$ cat config.mk
export PLATFORM = sky130hd
export DESIGN_NAME = cwsh_mul_stage
export DESIGN_NICKNAME = d
export VERILOG_FILES = /design/src/rtl/chebyshev_waveshaper_macros.svh /design/src/rtl/cwsh_pkg.sv /design/src/rtl/cwsh_mul_stage.sv
export SDC_FILE = /design/constraint.sdc
export NUM_CORES = 2
export LEC_CHECK = 0
export BUFFER_PORTS_ARGS = -buffer_cell sky130_fd_sc_hd__buf_2
export CORE_AREA = 2 2 249 251
export CTS_CLUSTER_DIAMETER = 30
export DETAILED_ROUTE_END_ITERATION = 8
export DIE_AREA = 0 0 251 253
export PLACE_DENSITY = 0.6
export SLEW_MARGIN = 20
export SYNTH_ARGS = -nofsm -noshare
export SYNTH_HDL_FRONTEND = slang
export SYNTH_SLANG_ARGS = --single-unit
$ cat constraint.sdc
create_clock -name clk_i -period 0.8 [get_ports clk_i]
set_input_delay 0.16 -clock clk_i [delete_from_list [all_inputs] [get_ports clk_i]]
set_output_delay 0.16 -clock clk_i [all_outputs]
set_load 0.02 [all_outputs]
$ cat src/rtl/chebyshev_waveshaper_macros.svh
// Assertion macros shared by the waveshaper RTL.
// Expect clk_i and rst_ni in the scope of use.
`ifndef CHEBYSHEV_WAVESHAPER_MACROS_SVH
`define CHEBYSHEV_WAVESHAPER_MACROS_SVH

// Property that must hold at every clock edge out of reset.
`define CWSH_ASSERT(lbl, prop) \
  lbl: assert property (@(posedge clk_i) disable iff (!rst_ni) (prop)) \
    else $error("cwsh assertion failed");

// Same-cycle implication.
`define CWSH_ASSERT_IMPL(lbl, ante, cons) \
  lbl: assert property (@(posedge clk_i) disable iff (!rst_ni) (ante) |-> (cons)) \
    else $error("cwsh assertion failed");

// Next-cycle implication.
`define CWSH_ASSERT_NEXT(lbl, ante, cons) \
  lbl: assert property (@(posedge clk_i) disable iff (!rst_ni) (ante) |=> (cons)) \
    else $error("cwsh assertion failed");

`endif

$ cat src/rtl/cwsh_pkg.sv
// Package for the Chebyshev waveshaper: widths, fixed-point constants and
// the pipeline stage payload types. No dependencies.
`timescale 1ns / 1ps

package cwsh_pkg;

  localparam int MAX_ORDER = 16;
  // one recurrence step per order above one
  localparam int STEPS     = MAX_ORDER - 1;
  localparam int ORD_W     = $clog2(MAX_ORDER + 1);
  localparam int CFG_W     = 5;
  localparam int X_W       = 16;
  // terms are Q.30 and clamp to [-4.0, 4.0]
  localparam int TERM_W    = 34;
  localparam int PROD_W    = X_W + TERM_W;
  localparam int TW_W      = PROD_W - 14;
  localparam int DIFF_W    = TW_W + 1;

  localparam logic signed [TERM_W-1:0] Q30_ONE     = TERM_W'(64'sd1 <<< 30);
  localparam logic signed [TERM_W-1:0] TERM_LIMIT  = TERM_W'(64'sd1 <<< 32);
  // smallest term that rounds to full scale or above
  localparam logic signed [TERM_W-1:0] SAT_HI_TERM =
    TERM_W'((64'sd1 <<< 30) - (64'sd1 <<< 15) - (64'sd1 <<< 14));
  localparam logic signed [X_W-1:0]    OUT_MAX     = 16'sh7fff;
  localparam logic signed [X_W-1:0]    OUT_MIN     = 16'sh8000;

  localparam logic [CFG_W-1:0] ORDER_RESET = CFG_W'(1);

  typedef struct packed {
    logic                     valid;
    logic [ORD_W-1:0]         rem;   // recurrence steps still to do
    logic signed [X_W-1:0]    x;
    logic signed [TERM_W-1:0] prev;
    logic signed [TERM_W-1:0] cur;
  } cwsh_term_t;

  typedef struct packed {
    logic                     valid;
    logic [ORD_W-1:0]         rem;
    logic signed [TERM_W-1:0] prev;
    logic signed [TERM_W-1:0] cur;
    logic signed [PROD_W-1:0] prod;  // x * cur, Q.45
    logic signed [X_W-1:0]    x;
  } cwsh_prod_t;

endpackage

$ cat src/rtl/cwsh_mul_stage.sv
// First half of one recurrence step: registers x * T_k.
// Depends on cwsh_pkg.
`timescale 1ns / 1ps

module cwsh_mul_stage (
  input  logic                clk_i,
  input  logic                rst_ni,
  input  logic                en_i,
  input  cwsh_pkg::cwsh_term_t term_i,
  output cwsh_pkg::cwsh_prod_t prod_o
);
  import cwsh_pkg::*;

  cwsh_prod_t prod_d, prod_q;

  always_comb begin
    prod_d.valid = term_i.valid;
    prod_d.rem   = term_i.rem;
    prod_d.x     = term_i.x;
    prod_d.prev  = term_i.prev;
    prod_d.cur   = term_i.cur;
    prod_d.prod  = PROD_W'($signed(term_i.x)) * PROD_W'($signed(term_i.cur));
  end

  always_ff @(posedge clk_i or negedge rst_ni) begin
    if (!rst_ni) begin
      prod_q <= '0;
    end else if (en_i) begin
      prod_q <= prod_d;
    end
  end

  assign prod_o = prod_q;

endmodule

==> run_results.csv <==
group,metric,value,unit
routing,routedWlPerCell,20.0,um
sta,period_share,7.20,
logic_synthesis,ys.flop_type,"dfrtp_1",
finish,syn2layout_area_growth,45.6,%
setup_path,cp.arrival,6.13,ns
setup_path,cpMostUsedCell,"fa_1",
setup_path,r2r_cells,3,
cts,clock_latency,0.49,ns
global_routing,grt_pass1_wl,124000,um
run_status,status,"finished with violations",
setup_path,cp.required,1.17,ns
floorplanning,dieArea,63500,sq um
sta,finalHoldViolCount,0,
run_status,violations,"setup timing",
logic_synthesis,yosysWarnings,0,
global_routing,antenna_found_initial,4,
placed_design,gp_congestion,0.948,
cts,clock_sinks,140,
floorplanning,num_rows,91,
routing,drt_pass1_iterations,5,
setup_path,end_kind,"register",
hold_path,holdPathEnd,"prod_o[83]",
logic_synthesis,syn_nets,3215,
logic_synthesis,syn_inst,2490,
placed_design,dp.final_hpwl,60600,um
cts,numCtsBuffers,17,
placed_design,port-buffer-count,232,
cts,cts_root_buf,"clkbuf_16",
sta,max_freq,174,MHz
setup_path,critPathLaunchType,"input port",
sta,setup_viol,229,
finish,drive_above_1_share,0.393,
setup_path,cpMaxStageDelayCell,"fa_1",
floorplanning,die_w,251,um
routing,vias,19700,
logic_synthesis,ys_ff_latch,140,
finish,largest_reg_flops,140,
routing,drt_iter0_drc,964,
cts,ctsLongestPathBuffers,2,
global_routing,grt_use_total,0.257,
sta,slew_headroom,0.735,
floorplanning,fp.coreArea,61000,sq um
routing,wl,79700,um
logic_synthesis,synth.distinct_cells,58,
setup_path,rr_startpoint,"prod_o[110]",
routing,drc,0,
floorplanning,start_util,0.394,
setup_path,timing.rr.end,"prod_o[110]",
sta,fin_tns_setup,-253.42,ns
sta,fin_crit,5.76,ns
cts,cts-htree-levels,4,
finish,final_common_cell,"inv_1",
sta,maxSlewViolCount,0,
finish,fin_nets,3900,
run,maxCapViolCount,0,
hold_path,hold_depth,2,
hold_path,worstHoldStart,"term_i[17]",
sta,tightest_slew,0.393,ns
floorplanning,io_pins,233,
global_routing,overflow,0,
routing,ant_nets,0,
floorplanning,die_y,253,um
logic_synthesis,synth_edf_count,0,
logic_synthesis,avgSynthCellArea,9.66,sq um
finish,instances_no_fill,3979,
sta,fin_ws,-4.96,ns
setup_path,max_stage_delay,0.52,ns
setup_path,critical_path_class,"input port to register",
cts,cts.clk_slew.worst_paths,0.09,ns
cts,cts_tree,"yes",
setup_path,cp_max_fo,6,
setup_path,r2r_setup_slack,-0.23,ns
hold_path,hp-class,"input port to register",
logic_synthesis,synth-async-reset-ratio,1.00,
logic_synthesis,ys_seq_area_frac,0.146,
logic_synthesis,syn_area,24100,sq um
routing,vias_per_cell,4.95,
sta,grt_setup_unrepaired,"yes",
placed_design,dp_cells,3751,
global_routing,grt_max_degree,35,
sta,skew,0,ns
finish,mostFrequentLayoutCells,"inv_1 (548), fa_1 (468), buf_4 (399)",
global_routing,grt_pass1_vias,22600,
logic make-up (layout without fill, tap and decap cells):
logic type,count (synthesis),in the layout,synth area share
and+or+nand+nor,658,658,0.130
muxes,129,129,0.0603
DFF,140,140,0.146
xor gates and xnor gates,52,52,0.0189
other,0,1,0
buffers and inverters,717,1415,0.112
adders and majority gates,632,632,0.489
AOI/OAI and AO/OA,162,162,0.0437
metrics by stage:
| stage | hold slack, ns | cell area (sq um) | setup WS (ns) | utilization |
|---|---|---|---|---|
| after global routing | 0.0146 | 35000 | -5.08 | 0.574 |
| final | 0.0160 | 35000 | -4.96 | 0.574 |
| after CTS | 0.00306 | 33500 | -4.89 | 0.549 |
| after global placement | 0.0453 | 29700 | -5.87 | 0.486 |
| after floorplan | -0.136 | 25700 | -5.04 | - |
| after detailed placement | 0.0494 | 29700 | -5.92 | 0.486 |
worst max path at each step:
stage | startpoint | end | slack (ns) | cells after the start
6_report | term_i[75] | prod_o[53] | -4.96 | 26
5_1_grt | term_i[75] | prod_o[53] | -5.08 | 26
4_1_cts | term_i[83] | prod_o[65] | -4.89 | 22
3_5_place_dp | term_i[70] | prod_o[62] | -5.92 | 23
3_3_place_gp | term_i[70] | prod_o[62] | -5.87 | 23
2_1_floorplan | term_i[73] | prod_o[65] | -5.04 | 23
final cells by class:
type                            count  area, sq um
Sequential cell                   140         3510
Fill cell                        5092        26000
Multi-Input combinational cell   1633        20000
Clock buffer                       17          425
Clock inverter                     15          169
Timing Repair Buffer              787         7640
Tap cell                          790          988
Antenna cell                        1         2.50
Inverter                          596         2240
worst max-delay path: cells and delay by family:
family / cells / cell delay (ns)
muxes: 1 / 0.27
xor gates and xnor gates: 1 / 0.15
adders and majority gates: 7 / 3.21
and+or+nand+nor: 3 / 0.18
AOI/OAI and AO/OA: 6 / 1.52
buffers and inverters: 8 / 0.63
synthesized netlist by cell type (all sizes together) (2+ instances only):
master | instances | share of area
a211oi | 7 | 0.0022
a21o | 24 | 0.0075
a21oi | 50 | 0.011
a31oi | 4 | 0.0010
and2 | 218 | 0.057
clkbuf | 121 | 0.019
dfrtp | 140 | 0.15
fa | 514 | 0.43
ha | 118 | 0.061
inv | 596 | 0.093
mux2 | 128 | 0.060
nand2 | 325 | 0.051
nand2b | 8 | 0.0021
nand3 | 7 | 0.0017
nand4 | 12 | 0.0031
nor2 | 66 | 0.010
nor2b | 5 | 0.0013
nor3 | 6 | 0.0012
o2111ai | 2 | 0.00073
o211ai | 3 | 0.00094
o21a | 7 | 0.0022
o21ai | 32 | 0.0067
o21bai | 10 | 0.0031
o2bb2ai | 2 | 0.00073
o31a | 2 | 0.00078
o31ai | 4 | 0.0015
or2 | 2 | 0.00052
or3 | 2 | 0.00052
xnor2 | 38 | 0.014
xor2 | 14 | 0.0051
timing repair:
item                                   CTS  global route
hold buffers                            44             0
buffers inserted                       116            80
resized for setup                      469           320
endpoints found under the hold margin  183             0
cloned                                   5             3
setup endpoints to repair              189           215
pin swaps                              124           127
routing by layer:
layer  GRT usage  routed length (um)  up-vias
li1            -                   -     8715
met5           0                   0        -
met4       0.106                3240        0
met1       0.317               31800    10200
met2       0.428               38800      659
met3      0.0674                5800      159
Power is not shown: default switching activity piles up to over one toggle a cycle in this logic, so the estimate is an artifact.
