[src/rtl/chebyshev_waveshaper_macros.svh]
// Assertion macros shared by the waveshaper RTL.
// Expect clk_i and rst_ni in the scope of use.
`ifndef CHEBYSHEV_WAVESHAPER_MACROS_SVH
`define CHEBYSHEV_WAVESHAPER_MACROS_SVH

// Property that must hold at every clock edge out of reset.
`define CWSH_ASSERT(lbl, prop) \
  lbl: assert property (@(posedge clk_i) disable iff (!rst_ni) (prop)) \
    else $error("cwsh assertion failed");

// Same-cycle implication.
`define CWSH_ASSERT_IMPL(lbl, ante, cons) \
  lbl: assert property (@(posedge clk_i) disable iff (!rst_ni) (ante) |-> (cons)) \
    else $error("cwsh assertion failed");

// Next-cycle implication.
`define CWSH_ASSERT_NEXT(lbl, ante, cons) \
  lbl: assert property (@(posedge clk_i) disable iff (!rst_ni) (ante) |=> (cons)) \
    else $error("cwsh assertion failed");

`endif

[src/rtl/cwsh_pkg.sv]
// Package for the Chebyshev waveshaper: widths, fixed-point constants and
// the pipeline stage payload types. No dependencies.
`timescale 1ns / 1ps

package cwsh_pkg;

  localparam int MAX_ORDER = 16;
  // one recurrence step per order above one
  localparam int STEPS     = MAX_ORDER - 1;
  localparam int ORD_W     = $clog2(MAX_ORDER + 1);
  localparam int CFG_W     = 5;
  localparam int X_W       = 16;
  // terms are Q.30 and clamp to [-4.0, 4.0]
  localparam int TERM_W    = 34;
  localparam int PROD_W    = X_W + TERM_W;
  localparam int TW_W      = PROD_W - 14;
  localparam int DIFF_W    = TW_W + 1;

  localparam logic signed [TERM_W-1:0] Q30_ONE     = TERM_W'(64'sd1 <<< 30);
  localparam logic signed [TERM_W-1:0] TERM_LIMIT  = TERM_W'(64'sd1 <<< 32);
  // smallest term that rounds to full scale or above
  localparam logic signed [TERM_W-1:0] SAT_HI_TERM =
    TERM_W'((64'sd1 <<< 30) - (64'sd1 <<< 15) - (64'sd1 <<< 14));
  localparam logic signed [X_W-1:0]    OUT_MAX     = 16'sh7fff;
  localparam logic signed [X_W-1:0]    OUT_MIN     = 16'sh8000;

  localparam logic [CFG_W-1:0] ORDER_RESET = CFG_W'(1);

  typedef struct packed {
    logic                     valid;
    logic [ORD_W-1:0]         rem;   // recurrence steps still to do
    logic signed [X_W-1:0]    x;
    logic signed [TERM_W-1:0] prev;
    logic signed [TERM_W-1:0] cur;
  } cwsh_term_t;

  typedef struct packed {
    logic                     valid;
    logic [ORD_W-1:0]         rem;
    logic signed [TERM_W-1:0] prev;
    logic signed [TERM_W-1:0] cur;
    logic signed [PROD_W-1:0] prod;  // x * cur, Q.45
    logic signed [X_W-1:0]    x;
  } cwsh_prod_t;

endpackage

[src/rtl/cwsh_out_stage.sv]
// Output register: rounds the Q.30 term to Q.15 and saturates.
// Depends on cwsh_pkg.
`timescale 1ns / 1ps
`include "chebyshev_waveshaper_macros.svh"

module cwsh_out_stage (
  input  logic                       clk_i,
  input  logic                       rst_ni,
  input  logic                       en_i,
  input  cwsh_pkg::cwsh_term_t       term_i,
  output logic                       out_valid_o,
  output logic signed [cwsh_pkg::X_W-1:0] shaped_sample_o
);
  import cwsh_pkg::*;

  localparam int SUM_W = TERM_W + 1;
  localparam int Y_W   = SUM_W - 15;

  logic signed [SUM_W-1:0] sum;
  logic signed [Y_W-1:0]   y;
  logic signed [X_W-1:0]   shaped_d, shaped_q;
  logic                    valid_q;

  always_comb begin
    sum = SUM_W'($signed(term_i.cur)) + SUM_W'(64'sd16384);
    y   = sum[SUM_W-1:15];
    if (y > Y_W'(OUT_MAX)) begin
      shaped_d = OUT_MAX;
    end else if (y < Y_W'(OUT_MIN)) begin
      shaped_d = OUT_MIN;
    end else begin
      shaped_d = y[X_W-1:0];
    end
  end

  always_ff @(posedge clk_i or negedge rst_ni) begin
    if (!rst_ni) begin
      valid_q <= 1'b0;
    end else if (en_i) begin
      valid_q <= term_i.valid;
    end
  end

  always_ff @(posedge clk_i) begin
    if (en_i) begin
      shaped_q <= shaped_d;
    end
  end

  assign out_valid_o     = valid_q;
  assign shaped_sample_o = shaped_q;

  `CWSH_ASSERT_NEXT(a_sat_hi, en_i && term_i.valid && $signed(term_i.cur) >= SAT_HI_TERM,
                    shaped_sample_o == OUT_MAX)
  `CWSH_ASSERT_NEXT(a_sat_lo, en_i && term_i.valid && $signed(term_i.cur) <= -Q30_ONE,
                    shaped_sample_o == OUT_MIN)
  `CWSH_ASSERT_NEXT(a_valid_hold, !en_i, $stable(out_valid_o))

endmodule

[config.mk]
export PLATFORM = sky130hd
export DESIGN_NAME = cwsh_out_stage
export DESIGN_NICKNAME = d
export VERILOG_FILES = /design/src/rtl/cwsh_pkg.sv /design/src/rtl/cwsh_out_stage.sv
export VERILOG_INCLUDE_DIRS = /design/src /design/src/rtl
export SDC_FILE = /design/constraint.sdc
export NUM_CORES = 1
export LEC_CHECK = 0
export ABC_AREA = 1
export BUFFER_PORTS_ARGS = -buffer_cell sky130_fd_sc_hd__buf_2
export CAP_MARGIN = 20
export CORE_MARGIN = 2
export CORE_UTILIZATION = 41
export CTS_BUF_LIST = sky130_fd_sc_hd__clkbuf_2 sky130_fd_sc_hd__clkbuf_4 sky130_fd_sc_hd__clkbuf_8
export CTS_CLUSTER_DIAMETER = 50
export DETAILED_ROUTE_END_ITERATION = 6
export PLACE_DENSITY = 0.95
export SETUP_SLACK_MARGIN = 0.4
export SLEW_MARGIN = 20
export SYNTH_ARGS = -nofsm -noshare
export SYNTH_HDL_FRONTEND = slang
export SYNTH_SLANG_ARGS = --single-unit
[constraint.sdc]
create_clock -name clk_i -period 2.6 [get_ports clk_i]
set_clock_uncertainty 0.2 [all_clocks]
set_input_delay 0.39 -clock clk_i [delete_from_list [all_inputs] [get_ports clk_i]]
set_output_delay 0.39 -clock clk_i [all_outputs]
set_load 0.01 [all_outputs]
==> flow_summary.toml <==
[timing]
fin_tns_setup_ns = 0
drv_slew = 0
setup_violations = 0
tightest_slew_ns = 0.373
finalCriticalPeriod_ns = 2.03
grt_setup_unrepaired = "false"
timing.fmax_ghz = 0.493
whs_ns = 0.151
hold_viol = 0
slew_headroom_pct = 75.1
period_share_pct = 78.0

[yosys]
yosys.area.top_type = "edfxtp_1"
synth_area_um2 = 1160
syn-num-nets = 240
ys_ff_latch = 17
synth.avg_cell_area_um2 = 7.97
synth.area.top_cells = "edfxtp_1, nand2_1, xnor2_1"
synthesis.instances = 146
yosysUniqueCellTypes = 21
netlist.area_leader.share_pct = 41.3
ys.warnings.count = 0
ys_seq_area_share_pct = 43.4

[pwr]
power.leakage_nw = 0.671
power_density_nw_per_um2 = 429
finalPower_w = 0.000612
clockPowerShare_pct = 23.1
p_comb_share_pct = 22.4
vdd_ir_drop_max_mv = 0.301
p_int_w = 0.000453
swShare_pct = 25.9
switchingPower_w = 0.000158
p_seq_share_pct = 54.5

[setup_path]
required_ns = 2.42
path_class = "input port to flop"
crit_arrival_ns = 1.85
start_kind = "input port"
critPathLaunch = "term_i[14]"
r2r-start = "out_valid_o"
crit_fanout = 15
end_kind = "flop"

[floorplan]
die_y_um = 57.3
core_area_um2 = 2730
die_area_um2 = 3280
ios = 110
initial_utilization_pct = 42.6
die_w_um = 57.3
num_rows = 19

[route]
vias = 1039
drt-pass1-iter-count = 6
detail_route.wirelength_um = 2300
drt_iter0_drc = 19
drc = 0
avgRoutedWirePerCell_um = 10.4
ant_nets = 0
via_per_inst = 4.72

[global_routing]
grt_max_degree = 18
grt_pass1_vias = 963
grtUsageTotal_pct = 14.8
antenna_found_initial = 0
grt_first_pass_wirelength_um = 3840
grt-ovfl-total = 0

[clocking]
numCtsBuffers = 3
clk_latency_ns = 0.27
cts_tree = "yes"
cts_buffer_depth = 2
clockRootBuffer = "clkbuf_4"
cts.reportedPaths.clkPinSlew_ns = 0.09
htree_levels = 1
cts.sinks = 17

[placement]
port_buffers = 40
place_congestion = 0.852
hpwl_um = 1860

[layout]
layout-drive-gt1-share_pct = 33.3
fillers = 264
layout.nets = 284
antenna_cells = 0
syn2layout_area_growth_pct = 22.5

[flow_run]
drv_cap = 0

[min_path]
min_from = "term_i[89]"
hold_path.class = "input port to flop"

[run_status]
outcome = "completed"
## sequential cells by signal, summed over array words and instances, names as in the netlist
signal,cells
shaped_sample_o,16
out_valid_o,1
## cell type report
class | count | area (µm²) | area share, %
clock buffers | 4 | 30.0 | 2.11
inverters | 15 | 56.3 | 3.95
multi-input cells | 112 | 584 | 41.0
flip-flops and latches | 17 | 505 | 35.5
well taps | 31 | 38.8 | 2.72
repair buffers | 41 | 210 | 14.7
## per-layer routing
metal | vias to the layer above | global-route usage (%) | part of all wire (%)
li1 | 540 | - | -
met1 | 461 | 17.5 | 45
met2 | 36 | 27.8 | 50
met3 | 2 | 1.36 | 3.9
met4 | 0 | 4.98 | 1.2
met5 | - | 0 | 0
## synth_stat cells, drive strengths merged
cell,number
nor3,2
and2,1
inv,15
dfrtp,1
mux2,1
xor2,6
ha,1
xnor2,8
nor2,20
o21ai,1
edfxtp,16
nand4,1
buf,2
nand3,8
a21oi,1
nand2,62
## power groups by stage
stage / Combinational [W] / Clock [W] / Sequential [W]
2_1_floorplan: 0.0000604 / 0 / 0.000356
3_3_place_gp: 0.000132 / 0 / 0.000339
3_5_place_dp: 0.000136 / 0 / 0.000340
4_1_cts: 0.000137 / 0.000148 / 0.000334
5_1_grt: 0.000155 / 0.000162 / 0.000336
6_report: 0.000137 / 0.000141 / 0.000333
## layout by cell type (no fill, tap or decap), drive strengths merged, types with 2 or more instances in the layout
cell,n
xnor2,8
buf,40
edfxtp,16
nand3,8
xor2,6
clkbuf,4
inv,15
nand2,62
nor2,20
nor3,2
## path summary, 6_finish.rpt
check | to | slack (ns) | depth (start not counted)
worst max-delay path | shaped_sample_o[13] | 0.57 | 13
worst min-delay path | out_valid_o | 0.15 | 2
worst max register to register | out_valid_o | 1.65 | 1
worst min register to register | out_valid_o | 0.32 | 1
max in group asynchronous | out_valid_o | 1.89 | 2
min in group asynchronous | out_valid_o | 0.23 | 2
## what timing repair did
action | CTS | global route
hold buffers | 1 | 0
endpoints found under the hold margin | 1 | 0
buffers inserted | 0 | 0
setup endpoints to repair | 0 | 10
resized for setup | 0 | 1
## metrics by stage
step / cells / utilization (%) / instance area, µm² / setup slack [ns]
after detailed placement: 215 / 50.5 / 1380 / 0.190
after global placement: 215 / 50.5 / 1380 / 0.270
after global routing: 220 / 52.1 / 1430 / 0.420
after floorplan: 146 / - / 1160 / 0.556
final: 220 / 52.1 / 1430 / 0.573
after CTS: 220 / 51.9 / 1420 / 0.496
## cell families after synthesis
family,after synthesis,share of synthesized area [%]
fa+ha+maj,1,1.08
compound gates,2,0.859
buf+inv,17,6.77
flops,17,43.4
simple gates,94,36.3
xor+xnor,14,10.5
mux,1,0.968
## worst max-delay path, cell delays in order
cell	delay, ns
buf_2	0.09
ha_1	0.18
nand2_1	0.08
nor2_2	0.19
nand2_2	0.14
nor2_1	0.13
nor2_1	0.05
nor2_1	0.14
nor2_1	0.07
nand2_1	0.10
nand2_4	0.13
nand2_1	0.10
nand2_1	0.06
(Power assumes the default switching activity.)
