$ cat src/rtl/chebyshev_waveshaper_macros.svh
// Assertion macros shared by the waveshaper RTL.
// Expect clk_i and rst_ni in the scope of use.
`ifndef CHEBYSHEV_WAVESHAPER_MACROS_SVH
`define CHEBYSHEV_WAVESHAPER_MACROS_SVH

// Property that must hold at every clock edge out of reset.
`define CWSH_ASSERT(lbl, prop) \
  lbl: assert property (@(posedge clk_i) disable iff (!rst_ni) (prop)) \
    else $error("cwsh assertion failed");

// Same-cycle implication.
`define CWSH_ASSERT_IMPL(lbl, ante, cons) \
  lbl: assert property (@(posedge clk_i) disable iff (!rst_ni) (ante) |-> (cons)) \
    else $error("cwsh assertion failed");

// Next-cycle implication.
`define CWSH_ASSERT_NEXT(lbl, ante, cons) \
  lbl: assert property (@(posedge clk_i) disable iff (!rst_ni) (ante) |=> (cons)) \
    else $error("cwsh assertion failed");

`endif

$ cat src/rtl/cwsh_pkg.sv
// Package for the Chebyshev waveshaper: widths, fixed-point constants and
// the pipeline stage payload types. No dependencies.
`timescale 1ns / 1ps

package cwsh_pkg;

  localparam int MAX_ORDER = 16;
  // one recurrence step per order above one
  localparam int STEPS     = MAX_ORDER - 1;
  localparam int ORD_W     = $clog2(MAX_ORDER + 1);
  localparam int CFG_W     = 5;
  localparam int X_W       = 16;
  // terms are Q.30 and clamp to [-4.0, 4.0]
  localparam int TERM_W    = 34;
  localparam int PROD_W    = X_W + TERM_W;
  localparam int TW_W      = PROD_W - 14;
  localparam int DIFF_W    = TW_W + 1;

  localparam logic signed [TERM_W-1:0] Q30_ONE     = TERM_W'(64'sd1 <<< 30);
  localparam logic signed [TERM_W-1:0] TERM_LIMIT  = TERM_W'(64'sd1 <<< 32);
  // smallest term that rounds to full scale or above
  localparam logic signed [TERM_W-1:0] SAT_HI_TERM =
    TERM_W'((64'sd1 <<< 30) - (64'sd1 <<< 15) - (64'sd1 <<< 14));
  localparam logic signed [X_W-1:0]    OUT_MAX     = 16'sh7fff;
  localparam logic signed [X_W-1:0]    OUT_MIN     = 16'sh8000;

  localparam logic [CFG_W-1:0] ORDER_RESET = CFG_W'(1);

  typedef struct packed {
    logic                     valid;
    logic [ORD_W-1:0]         rem;   // recurrence steps still to do
    logic signed [X_W-1:0]    x;
    logic signed [TERM_W-1:0] prev;
    logic signed [TERM_W-1:0] cur;
  } cwsh_term_t;

  typedef struct packed {
    logic                     valid;
    logic [ORD_W-1:0]         rem;
    logic signed [TERM_W-1:0] prev;
    logic signed [TERM_W-1:0] cur;
    logic signed [PROD_W-1:0] prod;  // x * cur, Q.45
    logic signed [X_W-1:0]    x;
  } cwsh_prod_t;

endpackage

$ cat src/rtl/cwsh_rec_stage.sv
// Second half of one recurrence step: round 2*x*T_k, subtract T_(k-1),
// clamp. Items with no steps left pass unchanged. Depends on cwsh_pkg.
`timescale 1ns / 1ps
`include "chebyshev_waveshaper_macros.svh"

module cwsh_rec_stage (
  input  logic                clk_i,
  input  logic                rst_ni,
  input  logic                en_i,
  input  cwsh_pkg::cwsh_prod_t prod_i,
  output cwsh_pkg::cwsh_term_t term_o
);
  import cwsh_pkg::*;

  cwsh_term_t               term_d, term_q;
  logic signed [PROD_W-1:0] rnd;
  logic signed [TW_W-1:0]   twice;
  logic signed [DIFF_W-1:0] diff;
  logic signed [TERM_W-1:0] next;

  always_comb begin
    // floor((p + 2^13) / 2^14)
    rnd   = $signed(prod_i.prod) + PROD_W'(64'sd8192);
    twice = rnd[PROD_W-1:14];
    diff  = DIFF_W'(twice) - DIFF_W'($signed(prod_i.prev));
    if (diff > DIFF_W'(TERM_LIMIT)) begin
      next = TERM_LIMIT;
    end else if (diff < -DIFF_W'(TERM_LIMIT)) begin
      next = -TERM_LIMIT;
    end else begin
      next = diff[TERM_W-1:0];
    end

    term_d.valid = prod_i.valid;
    term_d.x     = prod_i.x;
    if (prod_i.rem != '0) begin
      term_d.rem  = prod_i.rem - ORD_W'(1);
      term_d.prev = prod_i.cur;
      term_d.cur  = next;
    end else begin
      term_d.rem  = prod_i.rem;
      term_d.prev = prod_i.prev;
      term_d.cur  = prod_i.cur;
    end
  end

  always_ff @(posedge clk_i or negedge rst_ni) begin
    if (!rst_ni) begin
      term_q <= '0;
    end else if (en_i) begin
      term_q <= term_d;
    end
  end

  assign term_o = term_q;

  `CWSH_ASSERT_IMPL(a_term_range, term_q.valid && term_q.rem != $past(term_q.rem),
                    $signed(term_q.cur) <= TERM_LIMIT && $signed(term_q.cur) >= -TERM_LIMIT)
  `CWSH_ASSERT_NEXT(a_rem_dec, en_i && prod_i.valid && prod_i.rem != '0,
                    term_q.rem == $past(prod_i.rem) - ORD_W'(1))
  `CWSH_ASSERT_NEXT(a_pass_done, en_i && prod_i.valid && prod_i.rem == '0,
                    term_q.cur == $past(prod_i.cur) && term_q.rem == '0)

endmodule

$ cat config.mk
export PLATFORM = sky130hd
export DESIGN_NAME = cwsh_rec_stage
export DESIGN_NICKNAME = d
export VERILOG_FILES = /design/src/rtl/cwsh_pkg.sv /design/src/rtl/cwsh_rec_stage.sv
export VERILOG_INCLUDE_DIRS = /design/src /design/src/rtl
export SDC_FILE = /design/constraint.sdc
export NUM_CORES = 1
export LEC_CHECK = 0
export ABC_AREA = 1
export BUFFER_PORTS_ARGS = -buffer_cell sky130_fd_sc_hd__buf_2
export CORE_AREA = 2 2 151 116
export CTS_BUF_LIST = sky130_fd_sc_hd__clkbuf_8
export DETAILED_ROUTE_END_ITERATION = 16
export DIE_AREA = 0 0 153 118
export PLACE_DENSITY = 0.88
export SKIP_LAST_GASP = 1
export SYNTH_ARGS = -nofsm -noshare
export SYNTH_HDL_FRONTEND = slang
export SYNTH_SLANG_ARGS = --single-unit
export TNS_END_PERCENT = 100
$ cat constraint.sdc
create_clock -name clk_i -period 1.8 [get_ports clk_i]
set_input_delay 0.09 -clock clk_i [delete_from_list [all_inputs] [get_ports clk_i]]
set_output_delay 0.09 -clock clk_i [all_outputs]
set_load 0.02 [all_outputs]
==> impl_metrics.tcl, run 1 <==
set metrics [dict create \
    outcome "finished, violations left" \
    violations "setup timing" \
    pwr-share-seq 0.294 \
    syn_to_final_growth_pct 57.8 \
    slew_headroom 0.721 \
    path_common_cell "nor2_4" \
    whs_path_depth 3 \
    p_leak_uw 0.00734 \
    p_int_uw 4770 \
    placed_area_mm2 0.0113 \
    grt_pass1_vias 10316 \
    drv_cap 0 \
    arrival_ps 4130 \
    r2r_cells 2 \
    portBuffers 219 \
    place_inst 2011 \
    slowest_stage "ha_1" \
    p_comb_frac 0.529 \
    fin_nets 2059 \
    drc 0 \
    max-vdd-ir-drop_uv 349 \
    synthCells 1385 \
    grt_max_degree 71 \
    die_y_um 118 \
    pre_cts_ws_ps -2390 \
    clk_pin_slew_ps 100 \
    hp-class "in -> reg" \
    drt-total-wl_um 33800 \
    min_period_ps 3850 \
    worstMarginPinSlew_ps 414 \
    fmax_mhz 260 \
    clockBufferDepth 2 \
    p_switching_uw 3470 \
    synth.ff_latch_count 90 \
    final_common_cell "nand2_1" \
    fin_cells 2100 \
    power_uw 8240 \
    place.gp.congestion 1.03 \
    finalMaxSlewViolations 0 \
    syn_nets 1567 \
    synth_cell_types 37 \
    drive_above_1_share 0.368 \
    synth.yosys.seq_area_share 0.274 \
    cts-root-buf "clkbuf_8" \
    pwr_density_cell_mw_per_mm2 637 \
    cts_tree "built" \
    overflow 0 \
    synth.avg_cell_area_um2 5.93 \
    crit_fanout 5 \
    num_vias 11003 \
    hpwl_um 24700 \
    antenna_found_initial 3 \
    crit_required_ps 2090 \
    via_per_inst 5.24 \
    synth.cell_area_mm2 0.00821 \
    h-tree-depth 3 \
    insertion_delay_ps 370 \
    grt_usage 0.353 \
    dr.pass1.iters 8 \
    yosys_warnings 0 \
    dr.first_iter.drc_count 1322 \
    design_area_mm2 0.0129 \
    cp-end-kind "flop" \
    yosysTopAreaCell "dfrtp_1" \
    ys_top_cells_by_area "dfrtp_1, nand2_1, inv_1" \
    rsz0062_at_grt "yes" \
    largest_reg_flops 90 \
    fin_crit_sh 2.14 \
    floorplan.initialDensity 0.495 \
    max_stage_delay_ps 350 \
    utilization 0.782 \
    fin_skew_ps 0 \
    switching_share 0.421 \
    clock_power_share 0.177 \
    num_io_pins 233 \
    start_kind "input pin" \
    cts_made_buffers 9 \
    core.rowCount 41 \
    final_cell_mix "nand2_1, buf_4, inv_1" \
    core_mm2 0.0166 \
    setup_viol 34 \
    fin_ws_ps -2050 \
    wl_per_cell_um 16.1 \
    ant_nets 0 \
    grt_pass1_wl_um 51600 \
    crit_type "in -> reg" \
    hold_viol 0 \
    fp.dieW_um 153 \
    dieArea_mm2 0.0181 \
    clock-sinks 90 \
    synth_top_area_frac 0.274 \
]
[cells by family (layout without fill, tap and decap cells)]
kind of cell / after synthesis / after routing / share of synthesized area
AO/OA/AOI/OAI: 156 / 156 / 0.0972
buffers and inverters: 281 / 778 / 0.132
flip-flops: 90 / 90 / 0.274
other: 0 / 3 / 0
AND/OR/NAND/NOR: 778 / 778 / 0.393
XOR/XNOR: 41 / 41 / 0.0437
adder cells (fa/ha/maj): 39 / 39 / 0.0604
[metal layers]
layer	vias to the layer above	global-route usage	share of wire
met2	635	0.563	0.45
met4	0	0.130	0.040
li1	5209	-	-
met5	-	0	0
met3	127	0.0663	0.10
met1	5032	0.478	0.41
[repair_timing]
| action | CTS | global route |
|---|---|---|
| setup buffers | 33 | 15 |
| pin swaps | 7 | 41 |
| gates cloned | 2 | 4 |
| endpoints found under the setup margin | 34 | 34 |
| hold buffers | 20 | 0 |
| resized for setup | 36 | 184 |
| endpoints found under the hold margin | 81 | 0 |
[worst paths after layout]
kind	startpoint	endpoint	slack, ps
setup reg to reg	term_o[57]	term_o[57]	970
hold reg to reg	term_o[44]	term_o[44]	490
max in group asynchronous	rst_ni	term_o[69]	1070
hold / removal	prod_i[128]	term_o[62]	20
setup / recovery	prod_i[32]	term_o[13]	-2050
min in group asynchronous	rst_ni	term_o[36]	170
[through the flow]
step,hold WS [ps],setup TNS (ps)
after floorplan,-206,-54100
after global placement,36.3,-74960
after detailed placement,38.1,-79770
after CTS,19.0,-62080
after global routing,32.5,-76400
final,18.7,-66380
[critical path: cells and delay by family]
kind            cells  cell delay (ps)
compound gates      2              330
fa+ha+maj           1              350
xor+xnor            1              180
simple gates       24             2450
buf+inv             7              740
[synth_stat cells]
cell,count
a21oi_1,65
a21oi_2,1
a31oi_1,2
and2_1,2
and3_1,4
buf_1,3
buf_2,3
buf_6,3
clkbuf_1,27
clkinv_1,1
dfrtp_1,90
fa_1,1
ha_1,38
inv_1,240
inv_2,4
nand2_1,489
nand2_2,6
nand3_1,52
nand3_2,3
nand3b_1,9
nand3b_2,1
nand4_1,11
nor2_1,172
nor2_2,4
nor2_4,3
nor3_1,13
nor3_2,2
nor3_4,4
nor3b_1,1
nor4_1,2
o211ai_1,1
o21ai_0,82
o21ai_1,1
o21bai_1,3
o22ai_1,1
xnor2_1,11
xor2_1,30
[power groups by stage]
stage	Combinational [uW]	Sequential (uW)	Clock (uW)
floorplan	1520	2730	0
global placement	3420	2430	0
detailed placement	3490	2440	0
CTS	3740	2410	1420
global route	4680	2440	1530
finish	4360	2430	1460
[cell type report]
cell class                 instances  area [um2]
antenna                            3        7.51
inverter                         245         925
tap                              215         269
clock buffer                       9         124
clock inverter                     7        75.1
sequential                        90        2250
multi-input combinational       1014        5680
timing repair buffer             517        3610
fill                            1156        3620
No activity file was read; power rests on OpenSTA's default activity.
==> run 2: changes to the inputs <==
Settings changed: RECOVER_POWER from default to 25.
==> run 2 against run 1 <==
Effect of this change:
- the run still ends with setup timing left
- sequential cell count unchanged
- global-route usage is the same
- sequential share of layout area hardly changed
- hold slack got worse by 8.2 ps
- non-clock buffer count unchanged
- register-to-register slack lost 40 ps
- setup slack got worse by 18 ps
- cell area fell by 0.27%
- clock skew is the same
- die area is the same
- final cell count unchanged
- critical path depth unchanged
- critical endpoint unchanged
- largest power group unchanged
==> impl_metrics.tcl, run 2 (same netlist as run 1, synthesis figures left out) <==
set metrics [dict create \
    drv_cap 0 \
    p_switching_uw 3470 \
    core_mm2 0.0166 \
    drive_above_1_share 0.367 \
    dr.pass1.iters 6 \
    violations "setup timing" \
    dieArea_mm2 0.0181 \
    reg2reg_setup_slack_ps 930 \
    fin_nets 2059 \
    ant_nets 0 \
    crit_required_ps 2100 \
    outcome "finished, violations left" \
    num_io_pins 233 \
    fin_crit_sh 2.15 \
    cts_made_buffers 9 \
    drc 0 \
    overflow 0 \
    grt_max_degree 71 \
    hold_viol 0 \
    path_common_cell "nor2_4" \
    r2r_cells 2 \
    rsz0062_at_grt "yes" \
    finalMaxSlewViolations 0 \
    fill_cells 1164 \
    clk_pin_slew_ps 100 \
    dr.first_iter.drc_count 1382 \
    hpwl_um 24700 \
    core.rowCount 41 \
    crit_fanout 5 \
    cts_tree "built" \
    min_period_ps 3860 \
    pwr-share-seq 0.295 \
    power_uw 8230 \
    via_per_inst 5.25 \
    h-tree-depth 3 \
    cts-root-buf "clkbuf_8" \
    p_int_uw 4770 \
    min_delay_worst_endpoint "term_o[62]" \
    grt_pass1_vias 10316 \
    min_from "prod_i[128]" \
    final_cell_mix "nand2_1, buf_4, inv_1" \
    die_y_um 118 \
    place.gp.congestion 1.03 \
    grt_usage 0.353 \
    cp_num_buf_inv 7 \
    floorplan.initialDensity 0.495 \
    grt_pass1_wl_um 51600 \
    syn_to_final_growth_pct 57.3 \
    max-vdd-ir-drop_uv 344 \
    hp-class "in -> reg" \
    whs_path_depth 3 \
    crit-reg2reg-launch "term_o[57]" \
    largest_reg_flops 90 \
    switching_share 0.421 \
    fin_skew_ps 0 \
    worstMarginPinSlew_ps 1130 \
    fin_cells 2100 \
    max_stage_delay_ps 350 \
    arrival_ps 4160 \
    start_kind "input pin" \
    cp-end-kind "flop" \
    antenna_found_initial 3 \
    fp.dieW_um 153 \
    portBuffers 219 \
    clock-sinks 90 \
    final.setup.tns_ps -75770 \
    fmax_mhz 259 \
    slew_headroom 0.247 \
    p_leak_uw 0.00733 \
    clock_power_share 0.177 \
    drt-total-wl_um 33800 \
    fin_ws_ps -2060 \
    place_inst 2011 \
    slowest_stage "ha_1" \
    crit_type "in -> reg" \
    worstReg2RegEnd "term_o[57]" \
    pwr_density_cell_mw_per_mm2 638 \
    clockBufferDepth 2 \
    wl_per_cell_um 16.1 \
    insertion_delay_ps 370 \
    p_comb_frac 0.528 \
    final_common_cell "nand2_1" \
    num_vias 11033 \
    setup_viol 62 \
    crit_family "simple AND/OR/NAND/NOR gates" \
]
-- run 2: changes by cell type in the layout (fill, tap and decap cells not counted), sizes merged --
cell | previous run | this run
buf | 494 | 490
clkbuf | 12 | 16
-- run 2: through the flow --
| stage | worst slack (ps) | hold slack [ps] | utilization | cell area [um2] |
|---|---|---|---|---|
| detailed placement | -2390 | 38.1 | 0.683 | 11300 |
| global route | -2360 | 32.5 | 0.779 | 12900 |
| global placement | -2240 | 36.3 | 0.683 | 11300 |
| floorplan | -1630 | -206 | - | 8290 |
| finish | -2060 | 10.4 | 0.779 | 12900 |
| CTS | -1870 | 19.0 | 0.731 | 12100 |
-- run 2: layout make-up --
cell class	instances	area [um2]	area share
clock buffer	9	124	0.00959
inverter	245	925	0.0716
multi-input combinational	1014	5680	0.440
antenna	3	7.51	0.000581
clock inverter	7	75.1	0.00581
timing repair buffer	517	3580	0.277
tap	215	269	0.0208
sequential	90	2250	0.174
-- run 2: worst max path at each step --
stage | start | depth (start not counted) | to | slack, ps
after floorplan | prod_i[29] | 28 | term_o[11] | -1630
after CTS | prod_i[29] | 33 | term_o[12] | -1870
after global placement | prod_i[29] | 32 | term_o[11] | -2240
after detailed placement | prod_i[29] | 32 | term_o[31] | -2390
final | prod_i[32] | 35 | term_o[13] | -2060
after global routing | prod_i[32] | 35 | term_o[13] | -2360
-- run 2: timing repair --
item	in CTS	in global routing
hold buffers	20	0
setup endpoints to repair	34	34
pin swaps	7	41
buffers inserted	33	15
cloned	2	4
endpoints found under the hold margin	81	0
gates resized for setup	36	184
-- run 2: per-layer routing --
layer | vias to the layer above | global-route usage | routed length [um]
met2 | 633 | 0.563 | 15300
met3 | 118 | 0.0663 | 3450
li1 | 5213 | - | -
met4 | 0 | 0.130 | 1230
met5 | - | 0 | 0
met1 | 5069 | 0.478 | 13800
-- run 2: power groups by stage --
stage                     logic [uW]  registers [uW]  clock network (uW)
final                           4350            2430                1460
after global routing            4670            2440                1530
after CTS                       3740            2410                1420
after detailed placement        3490            2440                   0
after global placement          3420            2430                   0
after floorplan                 1520            2730                   0
-- run 2: tightest hold or removal path, stage by stage --
cell and delay, ps:
buf_2 90, nor2_1 40, o21ai_0 140
